<file path="config.mk">
export PLATFORM = sky130hd
export DESIGN_NAME = greedy_wrap_layout_placer
export DESIGN_NICKNAME = d
export VERILOG_FILES = /design/src/gwlp_pkg.sv /design/src/gwlp_cfg.sv /design/src/greedy_wrap_layout_placer.sv
export SDC_FILE = /design/constraint.sdc
export NUM_CORES = 1
export LEC_CHECK = 0
export BUFFER_PORTS_ARGS = -buffer_cell sky130_fd_sc_hd__buf_4
export CAP_MARGIN = 15
export CORE_ASPECT_RATIO = 0.8
export CORE_MARGIN = 4
export CORE_UTILIZATION = 55
export CTS_BUF_LIST = sky130_fd_sc_hd__clkbuf_8
export CTS_CLUSTER_SIZE = 20
export DETAILED_ROUTE_END_ITERATION = 16
export PLACE_DENSITY = 0.74
export SLEW_MARGIN = 40
export SYNTH_ARGS = -nofsm -noshare
export SYNTH_HDL_FRONTEND = slang
export SYNTH_SLANG_ARGS = --single-unit
</file>
<file path="constraint.sdc">
create_clock -name clk -period 16.8 [get_ports clk]
set_input_delay 3.36 -clock clk [delete_from_list [all_inputs] [get_ports clk]]
set_output_delay 3.36 -clock clk [all_outputs]
set_load 0.01 [all_outputs]
</file>
<file path="src/gwlp_pkg.sv">
// ----------------------------------------------------------------------------
// gwlp_pkg: shared constants for the greedy wrap layout placer
// Register map indexes and configuration port sizes.
// ----------------------------------------------------------------------------
package gwlp_pkg;

  // Configuration port sizes
  localparam int unsigned CFG_DATA_BITS = 32;
  localparam int unsigned CFG_ADDR_BITS = 5;
  localparam int unsigned REG_IDX_BITS  = 3;

  typedef logic [REG_IDX_BITS-1:0] reg_idx_t;

  // Register indexes (byte address is 4 * index)
  localparam reg_idx_t REG_ORIENTATION      = 3'd0;
  localparam reg_idx_t REG_STACK_MODE       = 3'd1;
  localparam reg_idx_t REG_AVAILABLE_EXTENT = 3'd2;
  localparam reg_idx_t REG_SPACING_X        = 3'd3;
  localparam reg_idx_t REG_SPACING_Y        = 3'd4;

endpackage

</file>
<file path="src/gwlp_cfg.sv">
// ----------------------------------------------------------------------------
// gwlp_cfg: configuration register file
// APB-style slave holding orientation, stack mode, available extent and the
// two spacings. Writes land on the access cycle; reads return the register.
// ----------------------------------------------------------------------------
module gwlp_cfg #(
  parameter int unsigned COORD_BITS = 24,
  parameter int unsigned SIZE_BITS  = 16
) (
  input  logic                                 clk,
  input  logic                                 rst,
  input  logic                                 psel,
  input  logic                                 penable,
  input  logic                                 pwrite,
  input  logic [gwlp_pkg::CFG_ADDR_BITS-1:0]   paddr,
  input  logic [gwlp_pkg::CFG_DATA_BITS-1:0]   pwdata,
  output logic [gwlp_pkg::CFG_DATA_BITS-1:0]   prdata,
  output logic                                 pready,
  output logic                                 orientation,
  output logic                                 stack_mode,
  output logic [COORD_BITS-1:0]                available_extent,
  output logic [SIZE_BITS-1:0]                 spacing_x,
  output logic [SIZE_BITS-1:0]                 spacing_y
);

  localparam int unsigned DW = gwlp_pkg::CFG_DATA_BITS;

  gwlp_pkg::reg_idx_t reg_idx;
  logic               wr_en;

  assign pready  = 1'b1;
  assign reg_idx = paddr[gwlp_pkg::CFG_ADDR_BITS-1:2];
  assign wr_en   = psel && penable && pwrite && pready;

  // Register writes
  always_ff @(posedge clk) begin
    if (rst) begin
      orientation      <= 1'b1;
      stack_mode       <= 1'b0;
      available_extent <= '1;
      spacing_x        <= '0;
      spacing_y        <= '0;
    end else if (wr_en) begin
      unique case (reg_idx)
        gwlp_pkg::REG_ORIENTATION:      orientation      <= pwdata[0];
        gwlp_pkg::REG_STACK_MODE:       stack_mode       <= pwdata[0];
        gwlp_pkg::REG_AVAILABLE_EXTENT: available_extent <= pwdata[COORD_BITS-1:0];
        gwlp_pkg::REG_SPACING_X:        spacing_x        <= pwdata[SIZE_BITS-1:0];
        gwlp_pkg::REG_SPACING_Y:        spacing_y        <= pwdata[SIZE_BITS-1:0];
        default: ;
      endcase
    end
  end

  // Read-back mux
  always_comb begin
    unique case (reg_idx)
      gwlp_pkg::REG_ORIENTATION:      prdata = DW'(orientation);
      gwlp_pkg::REG_STACK_MODE:       prdata = DW'(stack_mode);
      gwlp_pkg::REG_AVAILABLE_EXTENT: prdata = DW'(available_extent);
      gwlp_pkg::REG_SPACING_X:        prdata = DW'(spacing_x);
      gwlp_pkg::REG_SPACING_Y:        prdata = DW'(spacing_y);
      default:                        prdata = '0;
    endcase
  end

endmodule

</file>
<file path="src/greedy_wrap_layout_placer.sv">
// ----------------------------------------------------------------------------
// greedy_wrap_layout_placer: streaming box placer with greedy line wrap
// Places one box per transaction along the main axis, wrapping to a new line
// when the box would pass the available extent (not in stack mode), and
// reports layout totals on the box marked last.
// ----------------------------------------------------------------------------
// One box is taken per cycle while not stalled, and its result appears in
// the output register in the cycle after the input transaction, so a steady
// stream runs at one box per cycle. The rate is set by the line state (line
// length, line thickness, cross cursor, longest line), which is updated in
// the same cycle the box is taken so that the next box can use it right away.
// The output register decouples the two sides: a new box is taken whenever
// the output register is empty or its result is being taken in the same
// cycle. Every sum saturates at the all-ones coordinate value. SIZE_BITS must
// not exceed COORD_BITS. The user writes configuration through the APB-style
// port only while no transaction is in flight; the block does not enforce it.
module greedy_wrap_layout_placer #(
  parameter int unsigned COORD_BITS = 24,
  parameter int unsigned SIZE_BITS  = 16
) (
  input  logic                               clk,
  input  logic                               rst,
  // configuration port
  input  logic                               psel,
  input  logic                               penable,
  input  logic                               pwrite,
  input  logic [gwlp_pkg::CFG_ADDR_BITS-1:0] paddr,
  input  logic [gwlp_pkg::CFG_DATA_BITS-1:0] pwdata,
  output logic [gwlp_pkg::CFG_DATA_BITS-1:0] prdata,
  output logic                               pready,
  // box input channel
  input  logic                               in_valid,
  output logic                               in_stall,
  input  logic [SIZE_BITS-1:0]               box_width,
  input  logic [SIZE_BITS-1:0]               box_height,
  input  logic                               last_box,
  // placement output channel
  output logic                               out_valid,
  input  logic                               out_stall,
  output logic [COORD_BITS-1:0]              place_x,
  output logic [COORD_BITS-1:0]              place_y,
  output logic                               layout_done,
  output logic [COORD_BITS-1:0]              total_width,
  output logic [COORD_BITS-1:0]              total_height
);

  localparam int unsigned CW = COORD_BITS;

  typedef logic [CW-1:0] coord_t;

  // Saturating add of two coordinates
  function automatic coord_t sat_add(input coord_t a, input coord_t b);
    logic [CW:0] sum;
    sum = {1'b0, a} + {1'b0, b};
    return sum[CW] ? '1 : sum[CW-1:0];
  endfunction

  function automatic coord_t max_c(input coord_t a, input coord_t b);
    return (a > b) ? a : b;
  endfunction

  // Configuration registers
  logic                 orientation;
  logic                 stack_mode;
  coord_t               available_extent;
  logic [SIZE_BITS-1:0] spacing_x;
  logic [SIZE_BITS-1:0] spacing_y;

  gwlp_cfg #(
    .COORD_BITS (COORD_BITS),
    .SIZE_BITS  (SIZE_BITS)
  ) u_cfg (
    .clk              (clk),
    .rst              (rst),
    .psel             (psel),
    .penable          (penable),
    .pwrite           (pwrite),
    .paddr            (paddr),
    .pwdata           (pwdata),
    .prdata           (prdata),
    .pready           (pready),
    .orientation      (orientation),
    .stack_mode       (stack_mode),
    .available_extent (available_extent),
    .spacing_x        (spacing_x),
    .spacing_y        (spacing_y)
  );

  // Layout state
  logic   at_first_box;
  coord_t line_length;
  coord_t line_thickness;
  coord_t cursor_cross;
  coord_t longest_line;

  coord_t line_length_next;
  coord_t line_thickness_next;
  coord_t cursor_cross_next;
  coord_t longest_line_next;

  logic   in_accept;
  coord_t size_main;
  coord_t size_cross;
  coord_t gap_main;
  coord_t gap_cross;
  coord_t start_pos;
  coord_t end_pos;
  coord_t cross_wrap;
  logic   wrap;
  coord_t pos_main;
  coord_t tot_main;
  coord_t tot_cross;

  assign in_stall  = out_valid && out_stall;
  assign in_accept = in_valid && !in_stall;

  // Map width/height and spacings onto main and cross axes
  assign size_main  = orientation ? CW'(box_height) : CW'(box_width);
  assign size_cross = orientation ? CW'(box_width)  : CW'(box_height);
  assign gap_main   = orientation ? CW'(spacing_y)  : CW'(spacing_x);
  assign gap_cross  = orientation ? CW'(spacing_x)  : CW'(spacing_y);

  // Candidate position on the current line and the wrap decision
  assign start_pos  = sat_add(line_length, gap_main);
  assign end_pos    = sat_add(start_pos, size_main);
  assign cross_wrap = sat_add(cursor_cross, sat_add(gap_cross, line_thickness));
  assign wrap       = !stack_mode && (end_pos > available_extent);

  // Next line state for this box
  always_comb begin
    if (at_first_box) begin
      pos_main            = '0;
      cursor_cross_next   = '0;
      line_length_next    = size_main;
      line_thickness_next = size_cross;
      longest_line_next   = size_main;
    end else if (wrap) begin
      pos_main            = '0;
      cursor_cross_next   = cross_wrap;
      line_length_next    = size_main;
      line_thickness_next = size_cross;
      longest_line_next   = max_c(longest_line, line_length);
    end else begin
      pos_main            = start_pos;
      cursor_cross_next   = cursor_cross;
      line_length_next    = end_pos;
      line_thickness_next = max_c(line_thickness, size_cross);
      longest_line_next   = longest_line;
    end
  end

  // Layout totals, used on the last box
  assign tot_main  = max_c(line_length_next, longest_line_next);
  assign tot_cross = sat_add(cursor_cross_next, line_thickness_next);

  // State update; the last box hands back a cleared layout
  always_ff @(posedge clk) begin
    if (rst) begin
      at_first_box   <= 1'b1;
      line_length    <= '0;
      line_thickness <= '0;
      cursor_cross   <= '0;
      longest_line   <= '0;
    end else if (in_accept) begin
      if (last_box) begin
        at_first_box   <= 1'b1;
        line_length    <= '0;
        line_thickness <= '0;
        cursor_cross   <= '0;
        longest_line   <= '0;
      end else begin
        at_first_box   <= 1'b0;
        line_length    <= line_length_next;
        line_thickness <= line_thickness_next;
        cursor_cross   <= cursor_cross_next;
        longest_line   <= longest_line_next;
      end
    end
  end

  // Output valid
  always_ff @(posedge clk) begin
    if (rst) begin
      out_valid <= 1'b0;
    end else if (in_accept) begin
      out_valid <= 1'b1;
    end else if (!out_stall) begin
      out_valid <= 1'b0;
    end
  end

  // Output payload
  always_ff @(posedge clk) begin
    if (in_accept) begin
      place_x      <= orientation ? cursor_cross_next : pos_main;
      place_y      <= orientation ? pos_main : cursor_cross_next;
      layout_done  <= last_box;
      total_width  <= last_box ? (orientation ? tot_cross : tot_main) : '0;
      total_height <= last_box ? (orientation ? tot_main : tot_cross) : '0;
    end
  end

  // A last box produces a done result and rearms the layout
  a_last_done: assert property (@(posedge clk) disable iff (rst)
    in_accept && last_box |=> out_valid && layout_done && at_first_box)
    else $error("last box did not produce a done result or rearm the layout");

  // Totals are only reported with the last box
  a_totals_zero: assert property (@(posedge clk) disable iff (rst)
    out_valid && !layout_done |-> total_width == '0 && total_height == '0)
    else $error("totals reported on a box that is not last");

  // A fresh layout starts from a cleared line state
  a_first_clear: assert property (@(posedge clk) disable iff (rst)
    at_first_box |-> line_length == '0 && cursor_cross == '0 &&
                     line_thickness == '0 && longest_line == '0)
    else $error("layout state not cleared at first box");

  // A non-last box leaves the layout open
  a_open_layout: assert property (@(posedge clk) disable iff (rst)
    in_accept && !last_box |=> !at_first_box)
    else $error("layout closed without a last box");

endmodule

</file>
# Yosys cells after proc, flatten, opt, wreduce, memory -nomap -nowiden
# Index checks and enable logic that the tools add are counted.
[classes] addsub=5 order_cmp=4 n_eq_ne=5 mux=34 reduce_logical=13
[op_table] operator="$mux 24" count=26
[op_table] operator="$pmux 24 s5" count=1
[op_table] operator="$gt 24x24->1" count=3
[op_table] operator="$mux 16" count=4
[op_table] operator="$add 24x16->25" count=2
[op_table] operator="$add 24x24->25" count=2
[op_table] operator="$add 16x24->25" count=1
[op_table] operator="$gt 24x16->1" count=1
[op_table] operator="$reduce_and 2->1" count=5
[op_table] operator="$eq 3x2->1 const B" count=2
[op_table] operator="$logic_and 1x1->1" count=5
[op_table] operator="$eq 3x1->1 const B" count=1
[op_table] operator="$eq 3x3->1 const B" count=1
[op_table] operator="$logic_not 3->1" count=1
[op_table] operator="$mux 1" count=3
[op_table] operator="$logic_not 1->1" count=2
[op_table] operator="$ne 2x1->1 const B" count=1
[totals] ff_bits=253 input_bits=77 word_cells=77

# Depth between registers and ports, before layout
[depth] ltp_word=12 mapped_depth=58 depth_no_buf=49

# Cells and area by module
# A second synthesis with hierarchy kept.
[hier_totals] cells_unflattened=2357 area_unflattened_um2=19882.8
[by_module_without_submodules] mod="greedy_wrap_layout_placer" n_inst=1 cells_each=2042 area_each_um2=17013.8 seq_area_each_um2=4874.7
[by_module_without_submodules] mod="gwlp_cfg" n_inst=1 cells_each=315 area_each_um2=2869.0 seq_area_each_um2=1161.1

# Worst setup path after synthesis
# Ideal clock, no wire load.
[synth_timing] path_type="register to register" startpoint="register u_cfg.orientation" endpoint="register total_height[11], data pin" arrival_ps=11883 required_time_ps=16643 slack_ps=4760 path_stages_with_launch=55 path_cell_list="dfxtp_1 > clkbuf_1 > clkbuf_1 > buf_1 > buf_1 > mux2_2 > ha_1 > fa_1 > a211oi_1 > o21bai_1 > a31oi_1 > a21oi_1 > nand2_1 > clkbuf_1 > nand2_1 > ha_1 > a211oi_1 > o21ai_0 > [19 not listed] > mux2_2 > ha_1 > inv_1 > fa_1 > nor2b_1 > o21ai_0 > a21boi_0 > o21ai_0 > a21oi_1 > o211ai_1 > a21boi_0 > o211ai_1 > a31oi_1 > o22a_1 > or2_0 > clkbuf_1 > o221ai_1 > nor3_1"
[synth_via] elab_chain_cells=12 word_cells_on_any_way=29 cone_classes="add/sub (5); order compare (3); mux (20); reduce/logical (1)"
[synth_rtl] item="start, declared" line_no="gwlp_cfg.sv:19" source="output logic orientation,"
[synth_rtl] item="start signal, assigned" line_no="gwlp_cfg.sv:45" source="gwlp_pkg::REG_ORIENTATION: orientation <= pwdata[0];"
[synth_rtl] item="$mux 16" line_no="greedy_wrap_layout_placer.sv:120" source="assign gap_main = orientation ? CW'(spacing_y) : CW'(spacing_x);"
[synth_rtl] item="$add 24x16->25" line_no="greedy_wrap_layout_placer.sv:54" source="sum = {1'b0, a} + {1'b0, b};"
[synth_rtl] item="$mux 24" line_no="greedy_wrap_layout_placer.sv:55" source="return sum[CW] ? '1 : sum[CW-1:0];"
[synth_rtl] item="$add 24x16->25" line_no="greedy_wrap_layout_placer.sv:54"
[synth_rtl] item="$mux 24" line_no="greedy_wrap_layout_placer.sv:55"
[synth_rtl] item="$gt 24x24->1" line_no="greedy_wrap_layout_placer.sv:127" source="assign wrap = !stack_mode && (end_pos > available_extent);"
[synth_rtl] item="$logic_and 1x1->1" line_no="greedy_wrap_layout_placer.sv:127"
[synth_rtl] item="$mux 24" line_no="greedy_wrap_layout_placer.sv:137" source="end else if (wrap) begin"
[synth_rtl] item="$mux 24" line_no="greedy_wrap_layout_placer.sv:131" source="if (at_first_box) begin"
[synth_rtl] item="$add 24x24->25 or $gt 24x24->1 (tied branches)" line_no="greedy_wrap_layout_placer.sv:54, greedy_wrap_layout_placer.sv:59"
[synth_rtl] item="$mux 24 (on tied branches)" line_no="greedy_wrap_layout_placer.sv:55, greedy_wrap_layout_placer.sv:59"
[synth_rtl] item="$mux 24 *" line_no="greedy_wrap_layout_placer.sv:199" source="total_height <= last_box ? (orientation ? tot_main : tot_cross) : '0;"
[synth_rtl] item="end signal, assigned" line_no="greedy_wrap_layout_placer.sv:199"
[synth_rtl] item="end, declared" line_no="greedy_wrap_layout_placer.sv:44" source="output logic [COORD_BITS-1:0] total_height"
# Every way passes the cells marked *; elsewhere a longest branch is shown, timed or not.
# A chain may end at the register's enable or synchronous reset.

# Final worst setup path
[layout_timing] startpoint="register u_cfg.orientation" endpoint="register total_height[9], data pin"
# The elaborated chain is that of the path after synthesis.

==> metrics.md <==
| Metric | Value |
|---|---|
| TritonCTS Sinks | `253` |
| H-tree depth reported by CTS | `2` |
| Least-Margin Pin Slew | `0.8773 ns` |
| DR pass1 iterations | `8` |
| # DRC | `0` |
| Startpoint types | `flop` |
| Area of the multi-input gates | `12,370 um^2` |
| Share of the synthesized area in the top cell type | `16.05%` |
| Syn Std Cell Area | `19,460 um^2` |
| Layout Skew | `0.05160 ns` |
| FFs w/ async S/R, synth | `0%` |
| Clock Power Share | `39.3%` |
| Leading area contributor after synthesis | `dfxtp_1` |
| Count of pins over their slew limit | `0` |
| Initial Utilization | `55.92%` |
| Die width | `218.3 um` |
| Final Core Density | `63.56%` |
| Synthesis-stage register bit count | `253` |
| Number of diodes | `0` |
| Period minus WS final | `14.91 ns` |
| Reg2reg start | `u_cfg.orientation` |
| CP delay by family, top | `compound AO/OA/AOI/OAI gates` |
| Register area | `6041 um^2` |
| Post-Synthesis Cells | `2,356` |
| FP Rows | `61` |
| Final setup violation count | `0` |
| TNS Setup | `0 ns` |
| Root buf cell | `clkbuf_8` |
| Sequential Power Share | `42.3%` |
| Worst min-delay path startpoint | `cursor_cross[5]` |
| Hold Fails Final Rpt | `0` |
| Global-route wire length before repair | `100.5 mm` |
| Hold_buf cts | `0` |
| Crit path DAT | `15.25 ns` |
| Net Sw Power | `488.4 uW` |
| Clock Pin Slew Worst Setup and Hold Paths | `0.07 ns` |
| TritonCTS clock tree | `yes` |
| Crit path max fanout | `58` |
| DR WL/cell | `22.18 um` |
| Resized cells post-CTS | `0` |
| Hpwl dp | `50.92 mm` |
| Initial antenna violation count | `1` |
| Most used DFF post-synth | `dfxtp_1` |
| Routed WL | `66.44 mm` |
| Layout fillers | `3,039` |
| Antenna Nets Post-Route | `0` |
| Final worst path period share | `88.72%` |
| RSZ-0062 raised after global routing | `false` |
| IO buf count | `189` |
| Vias in the first global route | `17,570` |
| Register area share after synthesis | `31.01%` |
| Pint | `1115 uW` |
| Worst rel slew slack | `41.06%` |
| Largest net degree at the start of global routing | `70` |
| Final nets | `2,754` |
| Max stage delay on crit path | `0.69 ns` |
| Core Footprint | `34,800 um^2` |
| Maximum VDD drop | `46.61 uV` |
| Pleak | `0.01023 uW` |
| Gr usage total | `33.30%` |
| Vias/cell | `6.261` |
| Synth Area per Inst | `8.261 um^2` |
| Vias | `18,760` |
| Crit end category | `flop` |
| Sw frac | `30.47%` |
| Die area | `38,480 um^2` |
| Min-Delay Path Class | `flop to flop` |
| Max_cap viols | `0` |
| Netlist cell types | `76` |
| Clock Latency Late Sink | `0.62 ns` |
| Area Overhead vs Synth | `13.65%` |
| Achievable frequency | `0.06709 GHz` |
| Buf/Inv on CP | `6` |
| R2r setup slk | `1.89 ns` |
| Status | `complete, no violations` |
| Maximum clock insertion buffer count | `3` |
| Fraction of layout cells with a size suffix above 1 | `15.13%` |
| Routability cong. | `0.9637` |
| Grt ovf | `0` |
| Post-synth EDFFs | `97` |
| Cts bufs inserted | `46` |
| Critical path's slowest cell | `or2_0` |
| CP Data Required Time | `17.14 ns` |
| Top cells by area, synth | `dfxtp_1 (16%), edfxtp_1 (15%), ha_1 (12%)` |
| Post-CTS Setup Bufs | `0` |
| I/O pins | `209` |
| YS warnings | `0` |
| CP Class | `flop to flop` |
| PwrDens | `72.47 nW/um^2` |
| 1st-iter DRT viols | `2,064` |
| CP startpoint | `u_cfg.orientation` |
| Die Y | `176.3 um` |
| Combinational fraction of design power | `18.4%` |
[power groups by stage]
stage	Clock, uW	Combinational [uW]	Sequential, uW
2_1_floorplan	0	174	694
3_3_place_gp	0	276	690
3_5_place_dp	0	285	690
4_1_cts	634	287	677
5_1_grt	664	317	679
6_report	630	296	677
[synth_stat cells, drive strengths merged, types with 20 or more instances]
library cell and instances:
a211o 38, a21o 50, a21oi 138, a22oi 49, and2 21, buf 34, clkbuf 98, dfxtp 156
edfxtp 97, ha 182, inv 148, mux2 65, mux2i 90, nand2 265, nand3 41, nand4 21
nor2 289, nor2b 20, nor3 81, o21ai 127, o221ai 47, xnor2 48, xor2 38
[final timing paths]
check	to	cells past startpoint
worst min-delay path	cursor_cross[5]	2
worst max register to register	total_height[9]	49
worst min register to register	cursor_cross[5]	2
worst max-delay path	total_height[9]	49
[per-layer routing]
layer  track usage [%]  vias to the layer above  part of all wire (%)
li1                  -                     8730                     -
met1             44.74                     8958                    42
met2             52.03                      889                    44
met3             8.655                      178                    10
met4             12.21                        2                   4.1
met5                 0                        -                 0.020
[layout by cell type, fill, tap and decap left out, types with 15 or more instances in the layout]
| cell | n |
|---|---|
| edfxtp_1 | 97 |
| nand2_1 | 262 |
| a22oi_1 | 49 |
| a211oi_1 | 17 |
| nand4_1 | 21 |
| and2_1 | 21 |
| mux2i_1 | 90 |
| ha_1 | 182 |
| inv_1 | 158 |
| a21oi_1 | 136 |
| nor3_1 | 80 |
| buf_4 | 209 |
| a21o_1 | 50 |
| o32ai_1 | 15 |
| nor2_1 | 286 |
| nand3_1 | 39 |
| o221ai_1 | 47 |
| mux2_2 | 65 |
| a211o_1 | 36 |
| xnor2_1 | 48 |
| dfxtp_1 | 154 |
| o21ai_0 | 116 |
| o211ai_1 | 19 |
| nor2b_1 | 20 |
| clkbuf_8 | 51 |
| a31oi_1 | 18 |
| xor2_1 | 38 |
| nand2b_1 | 15 |
[cell families (layout without fill, tap and decap cells)]
| family | Yosys count | in the layout | share of synthesized area [%] |
|---|---|---|---|
| simple gates | 799 | 799 | 18.01 |
| compound gates | 593 | 593 | 20.56 |
| buf+inv | 280 | 441 | 5.792 |
| flops | 253 | 253 | 31.01 |
| fa+ha+maj | 187 | 187 | 12.21 |
| mux | 156 | 156 | 8.505 |
| xor+xnor | 86 | 86 | 3.870 |
| other cells | 2 | 9 | 0.03858 |
[area by class of cell]
class	count	share of cell area, %
multi-input combinational	1830	55.90
sequential	253	27.31
timing repair buffer	211	7.285
clock buffer	51	3.173
tap	472	2.670
inverter	148	2.523
clock inverter	31	1.143
[stage by stage]
step	power (uW)	std cells	cell area (um^2)	hold slack, ns	setup WS, ns
floorplan	867.9	2363	19490	0.4532	4.760
finish	1603	2996	22120	0.4830	1.894
CTS	1598	2996	22120	0.4853	2.474
global placement	965.7	2912	21110	0.4654	2.187
detailed placement	975.6	2914	21160	0.4754	2.521
global route	1659	2996	22120	0.5009	1.466
[worst register-to-register path: cells and delay by family (launching register included)]
family,cells,cell delay [ns]
AO/OA/AOI/OAI,22,6.60
adder cells (fa/ha/maj),6,1.78
buffers and inverters,6,1.83
flip-flops,1,0.56
multiplexers,1,0.45
AND/OR/NAND/NOR,14,3.43
Note: power is estimated with default switching activity, not from simulation.
